### config.mk
export PLATFORM = sky130hd
export DESIGN_NAME = utf8_to_ucs2_decoder
export DESIGN_NICKNAME = d
export VERILOG_FILES = /design/src/sv/u8dec_pkg.sv /design/src/sv/u8dec_in_reg.sv /design/src/sv/u8dec_step.sv /design/src/sv/u8dec_out_reg.sv /design/src/sv/utf8_to_ucs2_decoder.sv
export VERILOG_INCLUDE_DIRS = /design/src /design/src/sv
export SDC_FILE = /design/constraint.sdc
export NUM_CORES = 1
export LEC_CHECK = 0
export BUFFER_PORTS_ARGS = -buffer_cell sky130_fd_sc_hd__buf_2
export CAP_MARGIN = 20
export CORE_MARGIN = 2
export CORE_UTILIZATION = 59
export DETAILED_ROUTE_END_ITERATION = 12
export GPL_ROUTABILITY_DRIVEN = 1
export PLACE_DENSITY = 0.84
export SLEW_MARGIN = 20
export SYNTH_ARGS = -nofsm -noshare
export SYNTH_HDL_FRONTEND = slang
export SYNTH_SLANG_ARGS = --single-unit
### constraint.sdc
create_clock -name clock -period 6.8 [get_ports clock]
set_input_delay 0.68 -clock clock [delete_from_list [all_inputs] [get_ports clock]]
set_output_delay 0.68 -clock clock [all_outputs]
set_load 0.01 [all_outputs]
### src/sv/utf8_to_ucs2_decoder_assert.svh
// Assertion macros for the UTF-8 to UCS-2 decoder.
// Used by the top level only; no other dependencies.
`ifndef UTF8_TO_UCS2_DECODER_ASSERT_SVH
`define UTF8_TO_UCS2_DECODER_ASSERT_SVH

// Same-cycle implication, disabled during reset.
`define U8DEC_ASSERT_IMP(lbl, clk, rst, ante, cons) \
   lbl: assert property (@(posedge clk) disable iff (rst) (ante) |-> (cons)) \
      else $error("u8dec assertion failed: same-cycle check");

// Next-cycle implication, disabled during reset.
`define U8DEC_ASSERT_NEXT(lbl, clk, rst, ante, cons) \
   lbl: assert property (@(posedge clk) disable iff (rst) (ante) |=> (cons)) \
      else $error("u8dec assertion failed: next-cycle check");

`endif

### src/sv/u8dec_pkg.sv
// Shared types, constants and lead-byte decode for the UTF-8 decoder.
// No dependencies.
`default_nettype none

package u8dec_pkg;

   localparam int ByteW = 8;
   localparam int CodeW = 16;
   localparam int LeftW = 3;

   localparam logic [LeftW-1:0] MaxLeft = 3'd5;

   // One decoder result headed for the output register.
   typedef struct packed {
      logic             valid;
      logic [CodeW-1:0] code_unit;
      logic             status;
   } result_type;

   // Classification of a byte seen as a lead byte.
   typedef struct packed {
      logic             single;   // yields a result by itself
      logic             err;      // invalid lead
      logic [CodeW-1:0] code;     // result code or initial accumulator
      logic [LeftW-1:0] left;     // continuation bytes due
   } lead_type;

   // Internal status exported for checking.
   typedef struct packed {
      logic [LeftW-1:0] bytes_left;
   } mon_type;

   function automatic lead_type lead_decode(input logic [ByteW-1:0] b);
      lead_type r;
      r = '0;
      case (b) inside
         [8'h00:8'h7F]: begin
            r.single = 1'b1;
            r.code   = {8'h00, b};
         end
         [8'hC0:8'hDF]: begin
            r.code = {11'd0, b[4:0]};
            r.left = 3'd1;
         end
         [8'hE0:8'hEF]: begin
            r.code = {12'd0, b[3:0]};
            r.left = 3'd2;
         end
         [8'hF0:8'hF7]: begin
            r.code = {13'd0, b[2:0]};
            r.left = 3'd3;
         end
         [8'hF8:8'hFB]: begin
            r.code = {14'd0, b[1:0]};
            r.left = 3'd4;
         end
         [8'hFC:8'hFD]: begin
            r.code = {15'd0, b[0]};
            r.left = MaxLeft;
         end
         default: begin
            // stray continuation, 0xFE, 0xFF
            r.single = 1'b1;
            r.err    = 1'b1;
         end
      endcase
      return r;
   endfunction

endpackage

`default_nettype wire

### src/sv/u8dec_in_reg.sv
// Input register for the UTF-8 decoder: holds one byte transaction.
// Depends on u8dec_pkg.
`default_nettype none

module u8dec_in_reg
   import u8dec_pkg::*;
(
   input  wire logic             clock,
   input  wire logic             reset,
   input  wire logic             req_valid,
   output logic                  req_stall,
   input  wire logic [ByteW-1:0] req_in_byte,
   input  wire logic             advance,
   output logic                  item_valid,
   output logic [ByteW-1:0]      item_byte
);

   logic             valid_ff, valid_in;
   logic [ByteW-1:0] byte_ff;
   logic             accept;

   assign req_stall = valid_ff && !advance;
   assign accept    = req_valid && !req_stall;

   always_comb begin
      valid_in = valid_ff;
      if (accept) begin
         valid_in = 1'b1;
      end else if (advance) begin
         valid_in = 1'b0;
      end
   end

   always_ff @(posedge clock) begin
      if (reset) begin
         valid_ff <= 1'b0;
      end else begin
         valid_ff <= valid_in;
      end
   end

   always_ff @(posedge clock) begin
      if (accept) begin
         byte_ff <= req_in_byte;
      end
   end

   assign item_valid = valid_ff;
   assign item_byte  = byte_ff;

endmodule

`default_nettype wire

### src/sv/u8dec_step.sv
// Decode step: sequence state and the per-byte update of the UTF-8 decoder.
// Depends on u8dec_pkg.
`default_nettype none

module u8dec_step
   import u8dec_pkg::*;
(
   input  wire logic             clock,
   input  wire logic             reset,
   input  wire logic             advance,
   input  wire logic [ByteW-1:0] item_byte,
   output result_type            result,
   output mon_type               mon
);

   logic [LeftW-1:0] bytes_left_ff, bytes_left_in;
   logic [CodeW-1:0] accum_ff, accum_in;
   lead_type         lead;
   logic [CodeW-1:0] accum_shift;
   logic             is_cont;

   assign lead        = lead_decode(item_byte);
   assign is_cont     = (item_byte[7:6] == 2'b10);
   assign accum_shift = {accum_ff[CodeW-7:0], item_byte[5:0]};

   always_comb begin
      bytes_left_in    = bytes_left_ff;
      accum_in         = accum_ff;
      result           = '0;
      if (bytes_left_ff == '0) begin
         if (lead.single) begin
            result.valid     = 1'b1;
            result.code_unit = lead.code;
            result.status    = lead.err;
         end else begin
            accum_in      = lead.code;
            bytes_left_in = lead.left;
         end
      end else if (is_cont) begin
         accum_in      = accum_shift;
         bytes_left_in = bytes_left_ff - 3'd1;
         if (bytes_left_ff == 3'd1) begin
            result.valid     = 1'b1;
            result.code_unit = accum_shift;
         end
      end else begin
         // bad continuation: flag it, then restart on this byte
         result.valid  = 1'b1;
         result.status = 1'b1;
         if (lead.single) begin
            accum_in      = '0;
            bytes_left_in = '0;
         end else begin
            accum_in      = lead.code;
            bytes_left_in = lead.left;
         end
      end
   end

   always_ff @(posedge clock) begin
      if (reset) begin
         bytes_left_ff <= '0;
         accum_ff      <= '0;
      end else if (advance) begin
         bytes_left_ff <= bytes_left_in;
         accum_ff      <= accum_in;
      end
   end

   assign mon.bytes_left = bytes_left_ff;

endmodule

`default_nettype wire

### src/sv/u8dec_out_reg.sv
// Result register for the UTF-8 decoder: holds one result transaction.
// Depends on u8dec_pkg.
`default_nettype none

module u8dec_out_reg
   import u8dec_pkg::*;
(
   input  wire logic        clock,
   input  wire logic        reset,
   input  wire logic        advance,
   input  wire result_type  result,
   output logic             out_free,
   output logic             rsp_valid,
   input  wire logic        rsp_stall,
   output logic [CodeW-1:0] rsp_code_unit,
   output logic             rsp_status
);

   logic             valid_ff, valid_in;
   logic [CodeW-1:0] code_ff;
   logic             status_ff;
   logic             load;

   assign out_free = !valid_ff || !rsp_stall;
   assign load     = advance && result.valid;

   always_comb begin
      valid_in = valid_ff;
      if (out_free) begin
         valid_in = load;
      end
   end

   always_ff @(posedge clock) begin
      if (reset) begin
         valid_ff <= 1'b0;
      end else begin
         valid_ff <= valid_in;
      end
   end

   always_ff @(posedge clock) begin
      if (load) begin
         code_ff   <= result.code_unit;
         status_ff <= result.status;
      end
   end

   assign rsp_valid     = valid_ff;
   assign rsp_code_unit = code_ff;
   assign rsp_status    = status_ff;

endmodule

`default_nettype wire

### src/sv/utf8_to_ucs2_decoder.sv
// UTF-8 to UCS-2 decoder, top level. Depends on u8dec_pkg, u8dec_in_reg,
// u8dec_step, u8dec_out_reg and utf8_to_ucs2_decoder_assert.svh.
// Bytes pass the input register, decode step and result register in turn.
// Throughput: one byte per cycle while the result register is free; the
// only loop is the 3-bit count and 16-bit accumulator update in the step.
// Reset (synchronous, active high) empties both registers and returns the
// decoder to idle with a zero accumulator.
`default_nettype none

`include "utf8_to_ucs2_decoder_assert.svh"

module utf8_to_ucs2_decoder
   import u8dec_pkg::*;
(
   input  wire logic             clock,
   input  wire logic             reset,
   // byte transactions in
   input  wire logic             req_valid,
   output logic                  req_stall,
   input  wire logic [ByteW-1:0] req_in_byte,
   // code unit transactions out
   output logic                  rsp_valid,
   input  wire logic             rsp_stall,
   output logic [CodeW-1:0]      rsp_code_unit,
   output logic                  rsp_status
);

   logic             item_valid;
   logic [ByteW-1:0] item_byte;
   logic             advance;
   logic             out_free;
   result_type       result;
   mon_type          mon;

   // A held byte moves through the decode step whenever the result register
   // can take a result. Bytes that produce nothing (leads, middle continuation
   // bytes) still need the free slot; keeps the control simple and costs
   // nothing while results are drained.
   assign advance = item_valid && out_free;

   u8dec_in_reg u_in (
      .clock       (clock),
      .reset       (reset),
      .req_valid   (req_valid),
      .req_stall   (req_stall),
      .req_in_byte (req_in_byte),
      .advance     (advance),
      .item_valid  (item_valid),
      .item_byte   (item_byte)
   );

   // Sequence state lives here and only changes on advance, so the next byte
   // (already in the input register) sees the updated count next cycle.
   u8dec_step u_step (
      .clock     (clock),
      .reset     (reset),
      .advance   (advance),
      .item_byte (item_byte),
      .result    (result),
      .mon       (mon)
   );

   u8dec_out_reg u_out (
      .clock         (clock),
      .reset         (reset),
      .advance       (advance),
      .result        (result),
      .out_free      (out_free),
      .rsp_valid     (rsp_valid),
      .rsp_stall     (rsp_stall),
      .rsp_code_unit (rsp_code_unit),
      .rsp_status    (rsp_status)
   );

   // Count never exceeds the six-byte lead form.
   `U8DEC_ASSERT_IMP(a_left_range, clock, reset, 1'b1, mon.bytes_left <= MaxLeft)
   // Error transactions always carry a zero code unit.
   `U8DEC_ASSERT_IMP(a_err_zero, clock, reset, rsp_valid && rsp_status, rsp_code_unit == '0)
   // A new result only appears after a byte went through the decode step.
   `U8DEC_ASSERT_IMP(a_rsp_source, clock, reset, $rose(rsp_valid), $past(advance))
   // An accepted byte is held in the input register next cycle.
   `U8DEC_ASSERT_NEXT(a_accept_held, clock, reset, req_valid && !req_stall, item_valid)

endmodule

`default_nettype wire

==> metrics.md <==
| Metric | Value |
|---|---|
| Synth Flop Type | edfxtp_1 |
| CP endpoint kind | register |
| Hold Fails Final Rpt | 0 |
| Status | finished, violations left |
| Critical path peak fanout | 15 |
| DRT iter0 DRCs | 55 |
| End point of the critical path | u_step.mon[1] |
| All-Layer GR Usage | 20.5% |
| Via density | 5.82 |
| Most common cell after layout, fill and taps aside | buf_2 |
| Worst r2r src | u_step.mon[1] |
| Post-synth ARST share | 0% |
| Crit. Startpoint | u_step.mon[1] |
| Max-slew headroom | 57.5% |
| Leak Pwr | 0.000747 uW |
| Clock Skew | 13.2 ps |
| Dominant cell type by area after synthesis | edfxtp_1 |
| Tcrit/Tclk final | 30.3% |
| Met2 Use GR | 33.5% |
| Largest net degree at the start of global routing | 18 |
| Max Cap Viol | 0 |
| Final Max Tran Viols | 0 |
| H-tree levels | 2 |
| Worst R2R Setup Slack | 4740 ps |
| Die ar. | 0.00345 mm^2 |
| Count of mapped cells out of synthesis | 154 |
| FF-to-FF path depth | 6 |
| Initial antenna violation count | 0 |
| Peak VDD IR | 0.169 mV |
| Clock net sink count | 40 |
| Failing checks | design-rule violations |
| Finish-stage setup viols | 0 |
| Global-route wire length before repair | 5.13 mm |
| Die width | around 59 um |
| CTS tree | yes |
| Cts bufs inserted | 5 |
| Yosys warns | 0 |
| Number of synthesized register bits | 40 |
| I/O Buffers | 30 |
| DRT Pass-1 Iters | 8 |
| DPL Wire Length | 2.14 mm |
| DRC viols | 4 |
| Met3 usage | 7.25% |
| Final TNS setup | 0 ps |
| CTS max path bufs | 2 |
| Hold Path Class | register to register |
| Sequential fraction of the synthesis area | 59.4% |
| Die Y | a little under 60 um |
| Setup crit start kind | register |
| Placed insts | 210 |
| Drt wl/cell | 14.0 um |
| Slew at the pin with the worst max-slew slack | between 600 and 700 ps |
| Most frequent cells in the layout | buf_2, edfxtp_1, a21oi_1 |
| Post-synth top area share | a little over two fifths |
| Post-layout minimum cycle time | 2060 ps |
| Cell variety after synth | 40 |
| # hold bufs at CTS | 0 |
| Syn avg cell area | between 10 and 15 um^2 |
| Achievable Freq | 486 MHz |
| Share of layout cells above drive strength 1 | 24.1% |
| RSZ-0062 raised after global routing | false |
| Top post-synthesis cells by area | edfxtp_1, dfxtp_1, a21oi_1, and2_1, nand2_1 |
| Number of global-route vias before repair | 1156 |
| Critical Path AT | 2350 ps |
| Grt peak-use layer | met2 |
| Core Area | 0.00281 mm^2 |
| Crit Path Class | register to register |
| Cell Rows | 19 |
| Fill cell count | 200 |
| Gpl congestion | 0.842 |
| Post-CTS Repair Setup Buffers | 0 |
| Post-synthesis cell area | 0.00177 mm^2 |
| Post-synth EDFFs | 25 |
| Io pins | 31 |
| Final #Nets | 201 |
| Antenna-violating nets left | 0 |
| Worst flop-to-flop path endpoint | u_step.mon[1] |
| Clock-pin slew on the worst setup and hold paths | between 100 and 150 ps |
| PostCTS Resize Cnt | 0 |
| Starting density of the core | 63.0% |
| Met1 Usage GRT | 24.9% |
| Final WL | 3.06 mm |
| PD cells | 226 mW/mm^2 |
| Vias | about 1.3k |
| Worst skew pair latency | 360 ps |
| # diodes | 0 |
| P&R area growth vs syn | 12.6% |
| Req. time, crit path | about 7100 ps |
| Syn Nets | 169 |
| Clock Tree Root | clkbuf_4 |
| Fin cells | 218 |
| Gr ovfl total | 0 |
==> synthesized netlist by cell type (2+ instances only) <==
master and instances:
a21oi_1 19, o21ai_0 3, ha_1 3, nor3_1 3
inv_1 3, nand2b_1 3, nor3b_1 2, buf_2 2
edfxtp_1 25, dfxtp_1 15, nand3_1 7, nor2_1 10
buf_4 2, and2_1 15, and3_1 2, o211ai_1 2
nand2_1 14, nor2b_1 2
==> logic make-up after synthesis <==
family                   Yosys count  share of synthesized area [%]
AO/OA/AOI/OAI                     37                           14.4
AND/OR/NAND/NOR                   65                           21.1
flip-flops                        40                           59.4
buffers and inverters              9                           2.90
adder cells (fa/ha/maj)            3                           2.12
==> stage by stage <==
step           utilization, %  area, um^2  hold slack (ps)  total power (uW)  setup slack, ps
2_1_floorplan               -        1770              421               313             4520
3_3_place_gp             68.6        1920              436               325             4780
3_5_place_dp             68.6        1920              439               327             4730
4_1_cts                  71.0        1990              456               452             4740
5_1_grt                  71.0        1990              470               470             4580
6_report                 71.0        1990              455               450             4740
==> report_power, final <==
group	total, uW	switching (uW)	internal (uW)
registers	275	6.71	269
clock network	128	77.9	50.2
logic	46.8	28.4	18.4
==> how the worst min path moves through the flow <==
stage / start / to / slack [ps] / cells after the start
after global placement: u_step.accum_ff[5] / u_step.accum_ff[5] / 440 / 2
after global routing: u_step.accum_ff[9] / u_step.accum_ff[9] / 470 / 2
after detailed placement: u_step.accum_ff[6] / u_step.accum_ff[6] / 440 / 2
after floorplan: u_step.accum_ff[5] / u_step.accum_ff[5] / 420 / 2
final: u_step.accum_ff[6] / u_step.accum_ff[6] / 450 / 2
after CTS: u_step.accum_ff[6] / u_step.accum_ff[6] / 460 / 2
==> metal layers <==
layer / wire length (um) / part of all wire (%)
met1: 1290 / 42
met2: 1520 / 50
met3: 181 / 5.9
met4: 68 / 2.2
met5: 0 / 0
==> cell type report <==
cell class	instances	area, um^2	share of cell area [%]
well taps	31	38.8	1.95
clock buffers	6	51.3	2.58
inverters	3	11.3	0.566
flip-flops and latches	40	1050	52.8
repair buffers	31	158	7.92
multi-input cells	105	666	33.4
clock inverters	2	15.0	0.754
==> state kept, by name (all words and copies together), names as in the netlist <==
register	cells
u_in.item_valid	1
u_out.rsp_status	1
u_out.rsp_valid	1
u_step.mon	3
u_in.item_byte	8
u_step.accum_ff	10
u_out.rsp_code_unit	16
==> worst max-delay path, stage by stage (launching register included) <==
cell and delay, ps:
dfxtp_1 320, inv_1 130, ha_1 360, nor2b_4 310
a221o_1 530, a211oi_1 110, a211oi_2 210
Power figures use the tool's default switching activity.
